==> src/ctsc_pkg.sv <==
`default_nettype none
package ctsc_pkg;

  localparam int unsigned SEC_PER_HOUR  = 3600;
  localparam int unsigned SEC_PER_MIN   = 60;
  localparam int unsigned HOURS_PER_DAY = 24;
  localparam int unsigned HOUR_MAX      = 23;
  localparam int unsigned MINUTE_MAX    = 59;
  localparam int unsigned TIMEOUT_RESET = 30000;

  // floor(2^32 / divisor); the quotient comes out at most one low
  localparam logic [20:0] RECIP_HOUR = 21'd1193046;
  localparam logic [27:0] RECIP_DAY  = 28'd178956970;
  // ceil(2^18 / 60), exact for values below one hour of seconds
  localparam logic [12:0] RECIP_MIN  = 13'd4370;
  localparam int unsigned MIN_SHIFT  = 18;

  localparam logic [3:0] ST_ENTER_WORK = 4'd0;
  localparam logic [3:0] ST_WORK       = 4'd1;
  localparam logic [3:0] ST_ENTER_HOUR = 4'd2;
  localparam logic [3:0] ST_HOUR       = 4'd3;
  localparam logic [3:0] ST_ENTER_MIN  = 4'd4;
  localparam logic [3:0] ST_MIN        = 4'd5;
  localparam logic [3:0] ST_INC_HOUR   = 4'd6;
  localparam logic [3:0] ST_DEC_HOUR   = 4'd7;
  localparam logic [3:0] ST_INC_MIN    = 4'd8;
  localparam logic [3:0] ST_DEC_MIN    = 4'd9;
  localparam logic [3:0] ST_UPDATE     = 4'd10;
  localparam logic [3:0] ST_CANCEL     = 4'd11;

  localparam int unsigned PEND_SET  = 0;
  localparam int unsigned PEND_UP   = 1;
  localparam int unsigned PEND_DOWN = 2;

  localparam logic [1:0] CURSOR_NONE   = 2'd0;
  localparam logic [1:0] CURSOR_HOUR   = 2'd1;
  localparam logic [1:0] CURSOR_MINUTE = 2'd2;

  typedef struct packed {
    logic set_press;
    logic up_press;
    logic down_press;
    logic long_set_press;
  } btn_t;

  typedef struct packed {
    logic [31:0] now_ticks;
    logic [31:0] rtc_seconds;
    btn_t        btn;
    logic [4:0]  hour;
    logic [5:0]  minute;
  } item_t;

endpackage
`default_nettype wire

==> src/ctsc_split.sv <==
`default_nettype none
module ctsc_split (
  input  wire logic            clk,
  input  wire logic            rst,
  input  wire logic            in_valid,
  output logic                 in_ready,
  input  wire logic [31:0]     now_ticks,
  input  wire logic [31:0]     rtc_seconds,
  input  wire ctsc_pkg::btn_t  btn,
  output logic                 item_valid,
  input  wire logic            item_ready,
  output ctsc_pkg::item_t      item
);
  import ctsc_pkg::*;

  // stage 1: input register
  logic        s1_valid;
  logic [31:0] s1_now;
  logic [31:0] s1_rtc;
  btn_t        s1_btn;
  logic [52:0] s1_prod;

  // stage 2: rtc / 3600 estimate
  logic        s2_valid;
  logic [31:0] s2_now;
  logic [31:0] s2_rtc;
  btn_t        s2_btn;
  logic [52:0] s2_prod;
  logic [20:0] s2_q_est;
  logic [32:0] s2_rem_est;
  logic        s2_fix;
  logic [20:0] s2_hours;
  logic [11:0] s2_rem;

  // stage 3: hours and seconds within the hour
  logic        s3_valid;
  logic [31:0] s3_now;
  logic [31:0] s3_rtc;
  btn_t        s3_btn;
  logic [20:0] s3_hours;
  logic [11:0] s3_rem;
  logic [48:0] s3_prod_day;
  logic [24:0] s3_prod_min;

  // stage 4: hour of day and minute
  logic        s4_valid;
  logic [31:0] s4_now;
  logic [31:0] s4_rtc;
  btn_t        s4_btn;
  logic [20:0] s4_hours;
  logic [48:0] s4_prod_day;
  logic [24:0] s4_prod_min;
  logic [16:0] s4_q_est;
  logic [21:0] s4_hr_est;
  logic [4:0]  s4_hour;

  logic s1_ready;
  logic s2_ready;
  logic s3_ready;
  logic s4_ready;

  assign s4_ready = !s4_valid || item_ready;
  assign s3_ready = !s3_valid || s4_ready;
  assign s2_ready = !s2_valid || s3_ready;
  assign s1_ready = !s1_valid || s2_ready;
  assign in_ready = s1_ready;

  always_ff @(posedge clk) begin
    if (rst) begin
      s1_valid <= 1'b0;
      s2_valid <= 1'b0;
      s3_valid <= 1'b0;
      s4_valid <= 1'b0;
    end else begin
      if (s1_ready) s1_valid <= in_valid;
      if (s2_ready) s2_valid <= s1_valid;
      if (s3_ready) s3_valid <= s2_valid;
      if (s4_ready) s4_valid <= s3_valid;
    end
  end

  assign s1_prod = 53'(s1_rtc) * 53'(RECIP_HOUR);

  assign s2_q_est   = s2_prod[52:32];
  assign s2_rem_est = {1'b0, s2_rtc} - 33'(s2_q_est) * 33'(SEC_PER_HOUR);
  assign s2_fix     = (s2_rem_est >= 33'(SEC_PER_HOUR));
  assign s2_hours   = s2_q_est + 21'(s2_fix);
  assign s2_rem     = s2_fix ? 12'(s2_rem_est - 33'(SEC_PER_HOUR)) : 12'(s2_rem_est);

  assign s3_prod_day = 49'(s3_hours) * 49'(RECIP_DAY);
  assign s3_prod_min = 25'(s3_rem) * 25'(RECIP_MIN);

  assign s4_q_est  = s4_prod_day[48:32];
  assign s4_hr_est = 22'(s4_hours) - 22'(s4_q_est) * 22'(HOURS_PER_DAY);
  assign s4_hour   = (s4_hr_est >= 22'(HOURS_PER_DAY)) ?
                     5'(s4_hr_est - 22'(HOURS_PER_DAY)) : 5'(s4_hr_est);

  always_ff @(posedge clk) begin
    if (s1_ready) begin
      s1_now <= now_ticks;
      s1_rtc <= rtc_seconds;
      s1_btn <= btn;
    end
    if (s2_ready) begin
      s2_now  <= s1_now;
      s2_rtc  <= s1_rtc;
      s2_btn  <= s1_btn;
      s2_prod <= s1_prod;
    end
    if (s3_ready) begin
      s3_now   <= s2_now;
      s3_rtc   <= s2_rtc;
      s3_btn   <= s2_btn;
      s3_hours <= s2_hours;
      s3_rem   <= s2_rem;
    end
    if (s4_ready) begin
      s4_now      <= s3_now;
      s4_rtc      <= s3_rtc;
      s4_btn      <= s3_btn;
      s4_hours    <= s3_hours;
      s4_prod_day <= s3_prod_day;
      s4_prod_min <= s3_prod_min;
    end
  end

  assign item_valid       = s4_valid;
  assign item.now_ticks   = s4_now;
  assign item.rtc_seconds = s4_rtc;
  assign item.btn         = s4_btn;
  assign item.hour        = s4_hour;
  assign item.minute      = s4_prod_min[MIN_SHIFT+5:MIN_SHIFT];

endmodule
`default_nettype wire

==> src/ctsc_ctrl.sv <==
`default_nettype none
module ctsc_ctrl (
  input  wire logic             clk,
  input  wire logic             rst,
  input  wire logic             cfg_valid,
  output logic                  cfg_ready,
  input  wire logic [31:0]      cfg_data,
  input  wire logic             item_valid,
  output logic                  item_ready,
  input  wire ctsc_pkg::item_t  item,
  output logic                  out_valid,
  input  wire logic             out_ready,
  output logic                  setup_mode,
  output logic                  blink,
  output logic                  display_update,
  output logic [31:0]           display_seconds,
  output logic [1:0]            cursor_field,
  output logic                  write_time,
  output logic [16:0]           write_seconds
);
  import ctsc_pkg::*;

  logic [31:0] timeout_ticks;
  logic [3:0]  state;
  logic [31:0] edit_start;
  logic [31:0] last_shown;
  logic [4:0]  edit_hour;
  logic [5:0]  edit_minute;
  logic [2:0]  pend_short;
  logic        pend_long;
  logic        setup_bit;

  logic [3:0]  state_next;
  logic [31:0] edit_start_next;
  logic [31:0] last_shown_next;
  logic [4:0]  edit_hour_next;
  logic [5:0]  edit_minute_next;
  logic [2:0]  pend_short_next;
  logic        pend_long_next;
  logic        setup_bit_next;
  logic        upd_next;
  logic [31:0] disp_next;
  logic [1:0]  cursor_next;
  logic        wr_next;
  logic [16:0] wr_val_next;

  logic [3:0]  cur;
  logic [16:0] edit_value;
  logic [31:0] elapsed;
  logic        timed_out;
  logic        fire;

  assign cfg_ready  = 1'b1;
  assign item_ready = !out_valid || out_ready;
  assign fire       = item_valid && item_ready;

  assign cur        = (state > ST_CANCEL) ? ST_ENTER_WORK : state;
  assign edit_value = 17'(edit_hour) * 17'(SEC_PER_HOUR) + 17'(edit_minute) * 17'(SEC_PER_MIN);
  assign elapsed    = item.now_ticks - edit_start;
  assign timed_out  = (elapsed >= timeout_ticks);

  always_comb begin
    pend_short_next = pend_short |
                      {item.btn.down_press, item.btn.up_press, item.btn.set_press};
    pend_long_next  = pend_long | item.btn.long_set_press;
    state_next       = cur;
    edit_start_next  = edit_start;
    last_shown_next  = last_shown;
    edit_hour_next   = edit_hour;
    edit_minute_next = edit_minute;
    setup_bit_next   = setup_bit;
    upd_next         = 1'b0;
    disp_next        = '0;
    cursor_next      = CURSOR_NONE;
    wr_next          = 1'b0;
    wr_val_next      = '0;

    case (cur)
      ST_ENTER_WORK, ST_WORK: begin
        setup_bit_next = 1'b0;
        state_next     = ST_WORK;
        if (item.rtc_seconds != last_shown) begin
          upd_next        = 1'b1;
          disp_next       = item.rtc_seconds;
          last_shown_next = item.rtc_seconds;
        end
        if (pend_long_next) begin
          edit_hour_next   = item.hour;
          edit_minute_next = item.minute;
          pend_long_next   = 1'b0;
          pend_short_next  = '0;
          state_next       = ST_ENTER_HOUR;
        end
      end
      ST_ENTER_HOUR: begin
        setup_bit_next  = 1'b1;
        upd_next        = 1'b1;
        disp_next       = 32'(edit_value);
        cursor_next     = CURSOR_HOUR;
        edit_start_next = item.now_ticks;
        state_next      = ST_HOUR;
      end
      ST_ENTER_MIN: begin
        upd_next        = 1'b1;
        disp_next       = 32'(edit_value);
        cursor_next     = CURSOR_MINUTE;
        edit_start_next = item.now_ticks;
        state_next      = ST_MIN;
      end
      ST_HOUR, ST_MIN: begin
        // a pending button beats the timeout
        if (timed_out) state_next = ST_CANCEL;
        if (pend_short_next[PEND_SET]) begin
          pend_short_next[PEND_SET] = 1'b0;
          state_next = (cur == ST_HOUR) ? ST_ENTER_MIN : ST_UPDATE;
        end else if (pend_short_next[PEND_UP]) begin
          pend_short_next[PEND_UP] = 1'b0;
          state_next = (cur == ST_HOUR) ? ST_INC_HOUR : ST_INC_MIN;
        end else if (pend_short_next[PEND_DOWN]) begin
          pend_short_next[PEND_DOWN] = 1'b0;
          state_next = (cur == ST_HOUR) ? ST_DEC_HOUR : ST_DEC_MIN;
        end
      end
      ST_INC_HOUR: begin
        edit_hour_next = (edit_hour >= 5'(HOUR_MAX)) ? 5'd0 : edit_hour + 5'd1;
        state_next     = ST_ENTER_HOUR;
      end
      ST_DEC_HOUR: begin
        edit_hour_next = (edit_hour == 5'd0 || edit_hour > 5'(HOUR_MAX)) ?
                         5'(HOUR_MAX) : edit_hour - 5'd1;
        state_next     = ST_ENTER_HOUR;
      end
      ST_INC_MIN: begin
        edit_minute_next = (edit_minute >= 6'(MINUTE_MAX)) ? 6'd0 : edit_minute + 6'd1;
        state_next       = ST_ENTER_MIN;
      end
      ST_DEC_MIN: begin
        edit_minute_next = (edit_minute == 6'd0 || edit_minute > 6'(MINUTE_MAX)) ?
                           6'(MINUTE_MAX) : edit_minute - 6'd1;
        state_next       = ST_ENTER_MIN;
      end
      ST_UPDATE: begin
        wr_next     = 1'b1;
        wr_val_next = edit_value;
        state_next  = ST_ENTER_WORK;
      end
      default: begin
        state_next = ST_ENTER_WORK;
      end
    endcase
  end

  always_ff @(posedge clk) begin
    if (rst) begin
      timeout_ticks <= 32'(TIMEOUT_RESET);
      state         <= ST_ENTER_WORK;
      edit_start    <= '0;
      last_shown    <= '0;
      edit_hour     <= '0;
      edit_minute   <= '0;
      pend_short    <= '0;
      pend_long     <= 1'b0;
      setup_bit     <= 1'b0;
      out_valid     <= 1'b0;
    end else begin
      if (cfg_valid && cfg_ready) timeout_ticks <= cfg_data;
      if (item_ready) out_valid <= item_valid;
      if (fire) begin
        state       <= state_next;
        edit_start  <= edit_start_next;
        last_shown  <= last_shown_next;
        edit_hour   <= edit_hour_next;
        edit_minute <= edit_minute_next;
        pend_short  <= pend_short_next;
        pend_long   <= pend_long_next;
        setup_bit   <= setup_bit_next;
      end
    end
  end

  // result register, held while the receiver stalls
  always_ff @(posedge clk) begin
    if (fire) begin
      setup_mode      <= setup_bit_next;
      blink           <= setup_bit_next;
      display_update  <= upd_next;
      display_seconds <= disp_next;
      cursor_field    <= cursor_next;
      write_time      <= wr_next;
      write_seconds   <= wr_val_next;
    end
  end

endmodule
`default_nettype wire

==> src/clock_time_set_controller.sv <==
// Time-set controller for a seconds-count clock driven by three buttons.
// Input channel (in_valid/in_ready): one item per task-loop pass with the
// tick count, the clock value in seconds and the SET/UP/DOWN/long-SET events.
// Output channel (out_valid/out_ready): exactly one result per item, in order:
// setup/blink flags, an optional display value with cursor field, and an
// optional clock load request with the new value.
// Config channel (cfg_valid/cfg_ready/cfg_data): the edit timeout in ticks;
// always ready, write it only while no items are in flight.
// Four registered stages split the clock value into hour of day and minute
// by reciprocal multiplication, then the control step runs and loads the
// result register.
// Throughput: one item per cycle while out_ready does not stall the output.
// Reset: controller returns to the enter-work state, pending events and the
// edit fields clear, the timeout returns to 30000 ticks, pipeline empties.
// Stall: a result waits in the output register; earlier stages keep filling
// until every stage is occupied, then in_ready drops.
`default_nettype none
module clock_time_set_controller (
  input  wire logic        clk,
  input  wire logic        rst,
  input  wire logic        cfg_valid,
  output logic             cfg_ready,
  input  wire logic [31:0] cfg_data,
  input  wire logic        in_valid,
  output logic             in_ready,
  input  wire logic [31:0] now_ticks,
  input  wire logic [31:0] rtc_seconds,
  input  wire logic        set_press,
  input  wire logic        up_press,
  input  wire logic        down_press,
  input  wire logic        long_set_press,
  output logic             out_valid,
  input  wire logic        out_ready,
  output logic             setup_mode,
  output logic             blink,
  output logic             display_update,
  output logic [31:0]      display_seconds,
  output logic [1:0]       cursor_field,
  output logic             write_time,
  output logic [16:0]      write_seconds
);
  import ctsc_pkg::*;

  btn_t  btn;
  item_t item;
  logic  item_valid;
  logic  item_ready;

  assign btn.set_press      = set_press;
  assign btn.up_press       = up_press;
  assign btn.down_press     = down_press;
  assign btn.long_set_press = long_set_press;

  ctsc_split u_split (
    .clk         (clk),
    .rst         (rst),
    .in_valid    (in_valid),
    .in_ready    (in_ready),
    .now_ticks   (now_ticks),
    .rtc_seconds (rtc_seconds),
    .btn         (btn),
    .item_valid  (item_valid),
    .item_ready  (item_ready),
    .item        (item)
  );

  ctsc_ctrl u_ctrl (
    .clk             (clk),
    .rst             (rst),
    .cfg_valid       (cfg_valid),
    .cfg_ready       (cfg_ready),
    .cfg_data        (cfg_data),
    .item_valid      (item_valid),
    .item_ready      (item_ready),
    .item            (item),
    .out_valid       (out_valid),
    .out_ready       (out_ready),
    .setup_mode      (setup_mode),
    .blink           (blink),
    .display_update  (display_update),
    .display_seconds (display_seconds),
    .cursor_field    (cursor_field),
    .write_time      (write_time),
    .write_seconds   (write_seconds)
  );

endmodule
`default_nettype wire
==> config.mk <==
export PLATFORM = sky130hd
export DESIGN_NAME = clock_time_set_controller
export DESIGN_NICKNAME = d
export VERILOG_FILES = /design/src/ctsc_pkg.sv /design/src/ctsc_split.sv /design/src/ctsc_ctrl.sv /design/src/clock_time_set_controller.sv
export SDC_FILE = /design/constraint.sdc
export NUM_CORES = 2
export LEC_CHECK = 0
export BUFFER_PORTS_ARGS = -buffer_cell sky130_fd_sc_hd__buf_2
export CAP_MARGIN = 20
export CORE_MARGIN = 2
export CORE_UTILIZATION = 45
export CTS_BUF_LIST = sky130_fd_sc_hd__clkbuf_8
export CTS_CLUSTER_SIZE = 8
export DETAILED_ROUTE_END_ITERATION = 6
export PLACE_DENSITY_LB_ADDON = 0.05
export SETUP_SLACK_MARGIN = 0.3
export SLEW_MARGIN = 20
export SYNTH_ARGS = -nofsm -noshare
export SYNTH_HDL_FRONTEND = slang
export SYNTH_SLANG_ARGS = --single-unit
==> constraint.sdc <==
create_clock -name clk -period 25.3 [get_ports clk]
set_clock_uncertainty 0.1 [all_clocks]
set_input_delay 1.265 -clock clk [delete_from_list [all_inputs] [get_ports clk]]
set_output_delay 1.265 -clock clk [all_outputs]
set_load 0.02 [all_outputs]
==> reports/results.md <==
• **outcome** completed
• **simple logic cell fraction of the synthesized area** 0.07892
• **net total in the final layout** 5429
• **async set-reset flop share out of synthesis** 0
• **RePlAce Congestion** 0.8396
• **most common cell after layout, fill and taps aside** sky130_fd_sc_hd__ha_1
• **max-slew headroom at the worst pin** 0.2994
• **setup repair after global routing missed its margin** false
• **clock tree from TritonCTS** built
• **number of global-route vias before repair** 29521
• **number of vias in the routed layout** 28642
• **antenna violations before repair** 6
• **post-synthesis register bit count** 539
• **adder and majority cell fraction of the synthesized area** 0.3800
• **count of clock tree sinks** 539
• **I/O pins** 163
• **number of gates resized after cts** 0
• **period utilization** 0.3563
• **gate count of the mapped netlist** 3965
• **Worst-Skew Late Latency** 730 ps
• **area of the die** 0.1011 sq mm
• **area of the mapped netlist** 0.04436 sq mm
• **count of yosys warnings during synthesis** 0
• **Final Critical Period** 9014 ps
• **maximum clock rate** 110.9 MHz
• **Crit path arrival time** 9330 ps
• **number of enable flip-flop cells after synthesis** 418
• **floorplan core area** 0.09799 sq mm
• **mean cell area of the mapped netlist** 11.19 sq um
• **slew at the pin closest to its max-slew limit** 1051 ps
• **worst stage delay on the critical path** 560 ps
• **setup TNS after final layout** 0 ps
• **drt initial violations** 1459
• **hold buffer count at CTS** 0
• **area of the multi-input gates** 0.02699 sq mm
• **critical path startpoint category** register
• **DP Wirelength** 83230 um
• **die outline width** 318.0 um
• **clock buffers created by TritonCTS** 94
• **row count** 115
• **Antenna Violating Nets Remaining** 0
• **Routed wire per std cell** 18.64 um
• **number of max-cap violations** 0
• **Synth Area in XOR/XNOR** 0.03986
• **Critical Path RT** 25620 ps
• **H-tree depth** 3
• **quantity of I/O buffers inserted on ports** 159
• **highest-delay cell along the critical path** sky130_fd_sc_hd__fa_1
• **Worst setup EP type** register
• **path class of the lowest-slack min-delay path** register to register
• **Total Routed Length** 103500 um
• **final number of max-transition violations** 0
• **dominant combinational cell family by area after synthesis** adder cells
• **share of layout cells above drive strength 1** 0.07763
• **initial standard-cell utilization of the core** 0.4527
• **# setup viols final** 0
• **portion of netlist area occupied by mux cells** 0.01402
• **commonest non-fill, non-tap cells in the layout** sky130_fd_sc_hd__ha_1, sky130_fd_sc_hd__inv_1, sky130_fd_sc_hd__edfxtp_1, sky130_fd_sc_hd__fa_1, sky130_fd_sc_hd__nand2_1
• **die span in y** 318.0 um
• **buffer cell driving the clock tree root** sky130_fd_sc_hd__clkbuf_8
• **number of distinct library cells after synthesis** 83
• **Area growth syn-to-layout** 9.548%
• **sequential area share after synthesis** 0.3376
• **clock-pin slew on the worst setup and hold paths** 60 ps
• **number of buffers inserted to repair setup after CTS** 0
• **first-pass GRT wire length** 165700 um
• **final hold viol count** 0
• **Initial DRT Pass Iterations** 5
• **startpoint-to-endpoint class of the critical path** register to register
• **area taken by flip-flops and latches** 0.01497 sq mm
• **Top FF cell, synth** sky130_fd_sc_hd__edfxtp_1
• **DRC errors left** 0
• **pin count of the biggest net entering global routing** 83
• **Fillers** 9044
• **maximum net fanout on the critical path** 9
• **aggregate global routing overflow** 0
• **compound-gate portion of the synthesized area** 0.09447
• **clock tree buffer depth** 3
• **Vias/cell** 5.158
• **aggregate global-route resource usage** 0.2095
## critical path, delay by kind of cell (launching register included)
kind                     cells  cell delay [ps]
AND/OR/NAND/NOR             13             2790
buffers and inverters        4              420
adder cells (fa/ha/maj)      7             2700
flip-flops                   1              510
XOR/XNOR                     2              210
AO/OA/AOI/OAI               11             2040
## cell families (layout without fill, tap and decap cells)
| kind of cell | count (synthesis) | in the layout |
|---|---|---|
| flops | 539 | 539 |
| xor+xnor | 201 | 201 |
| compound gates | 648 | 648 |
| mux | 62 | 62 |
| buf+inv | 640 | 938 |
| fa+ha+maj | 1137 | 1137 |
| simple gates | 736 | 736 |
| other cells | 2 | 5 |
## final cells by class
type	count	share of cell area
Tap cell	1287	0.03314
Multi-Input combinational cell	2787	0.5553
Timing Repair Buffer	177	0.01929
Clock inverter	71	0.009604
Clock buffer	102	0.02889
Sequential cell	539	0.3082
Antenna cell	2	0.0001030
Inverter	588	0.04547
## per-layer routing
metal,GRT usage,share of wire
met1,0.2922,0.48
met2,0.3426,0.46
met3,0.02719,0.033
met4,0.05831,0.026
met5,0,0
## path summary, 6_finish.rpt
path,from,endpoint,slack (ps),cells past startpoint
max reg2reg,u_split.s2_prod[33]$_DFFE_PP_,u_split.s3_hours[18]$_DFFE_PP_,16290,37
min reg2reg,u_split.s2_now[9]$_DFFE_PP_,u_split.s3_now[9]$_DFFE_PP_,290,0
max,u_split.s2_prod[33]$_DFFE_PP_,u_split.s3_hours[18]$_DFFE_PP_,16290,37
min,u_split.s2_now[9]$_DFFE_PP_,u_split.s3_now[9]$_DFFE_PP_,290,0
## registers in the layout (all words and copies together), names as in the netlist, 21 cells and up
signal / cells
u_split.s1_rtc: 32
u_ctrl.last_shown: 32
u_ctrl.timeout_ticks: 32
u_split.s2_prod: 21
u_split.s2_now: 32
u_ctrl.display_seconds: 32
u_split.s4_now: 32
u_split.s3_now: 32
u_split.s4_rtc: 32
u_split.s3_rtc: 28
u_ctrl.edit_start: 32
u_split.s4_hours: 21
u_split.s1_now: 32
u_split.s2_rtc: 32
u_split.s3_hours: 21
## per-stage QoR
| stage | std cells | area [sq um] | util | worst slack, ps | hold WS [ps] |
|---|---|---|---|---|---|
| detailed placement | 5378 | 46710 | 0.4767 | 16290 | 304.5 |
| CTS | 5551 | 48580 | 0.4958 | 16250 | 289.3 |
| floorplan | 3966 | 44360 | - | 17330 | 300.3 |
| global route | 5552 | 48590 | 0.4959 | 15750 | 301.9 |
| global placement | 5378 | 46710 | 0.4767 | 16440 | 300.3 |
| finish | 5553 | 48590 | 0.4959 | 16290 | 287.8 |
## cell usage after synthesis, types with 13 or more instances
| cell type | number | area [sq um] |
|---|---|---|
| sky130_fd_sc_hd__edfxtp_1 | 418 | 12550 |
| sky130_fd_sc_hd__nand2b_1 | 29 | 181.4 |
| sky130_fd_sc_hd__o21a_1 | 28 | 210.2 |
| sky130_fd_sc_hd__nand4_1 | 33 | 206.5 |
| sky130_fd_sc_hd__o211ai_1 | 27 | 202.7 |
| sky130_fd_sc_hd__nand2_1 | 214 | 803.3 |
| sky130_fd_sc_hd__clkbuf_1 | 42 | 157.7 |
| sky130_fd_sc_hd__and2_1 | 37 | 231.5 |
| sky130_fd_sc_hd__nor3_1 | 53 | 265.3 |
| sky130_fd_sc_hd__and3_1 | 28 | 175.2 |
| sky130_fd_sc_hd__dfxtp_1 | 121 | 2422 |
| sky130_fd_sc_hd__a21o_1 | 91 | 683.2 |
| sky130_fd_sc_hd__a21oi_1 | 197 | 986.0 |
| sky130_fd_sc_hd__ha_1 | 787 | 9847 |
| sky130_fd_sc_hd__nor4_1 | 16 | 100.1 |
| sky130_fd_sc_hd__xnor2_1 | 117 | 1025 |
| sky130_fd_sc_hd__fa_1 | 350 | 7007 |
| sky130_fd_sc_hd__o21ai_0 | 93 | 465.5 |
| sky130_fd_sc_hd__a211o_1 | 13 | 113.9 |
| sky130_fd_sc_hd__o21bai_1 | 23 | 172.7 |
| sky130_fd_sc_hd__o21ai_1 | 32 | 160.2 |
| sky130_fd_sc_hd__nor2b_1 | 32 | 200.2 |
| sky130_fd_sc_hd__inv_1 | 584 | 2192 |
| sky130_fd_sc_hd__mux2i_1 | 61 | 610.6 |
| sky130_fd_sc_hd__nor2_1 | 205 | 769.5 |
| sky130_fd_sc_hd__xor2_1 | 83 | 727.0 |
| sky130_fd_sc_hd__nand3_1 | 46 | 230.2 |
| sky130_fd_sc_hd__a31oi_1 | 17 | 106.4 |
| sky130_fd_sc_hd__a211oi_1 | 18 | 135.1 |
Power is left out: the tool's default activity adds up to more than one toggle a clock period on the data nets, which glitch-free logic cannot reach.
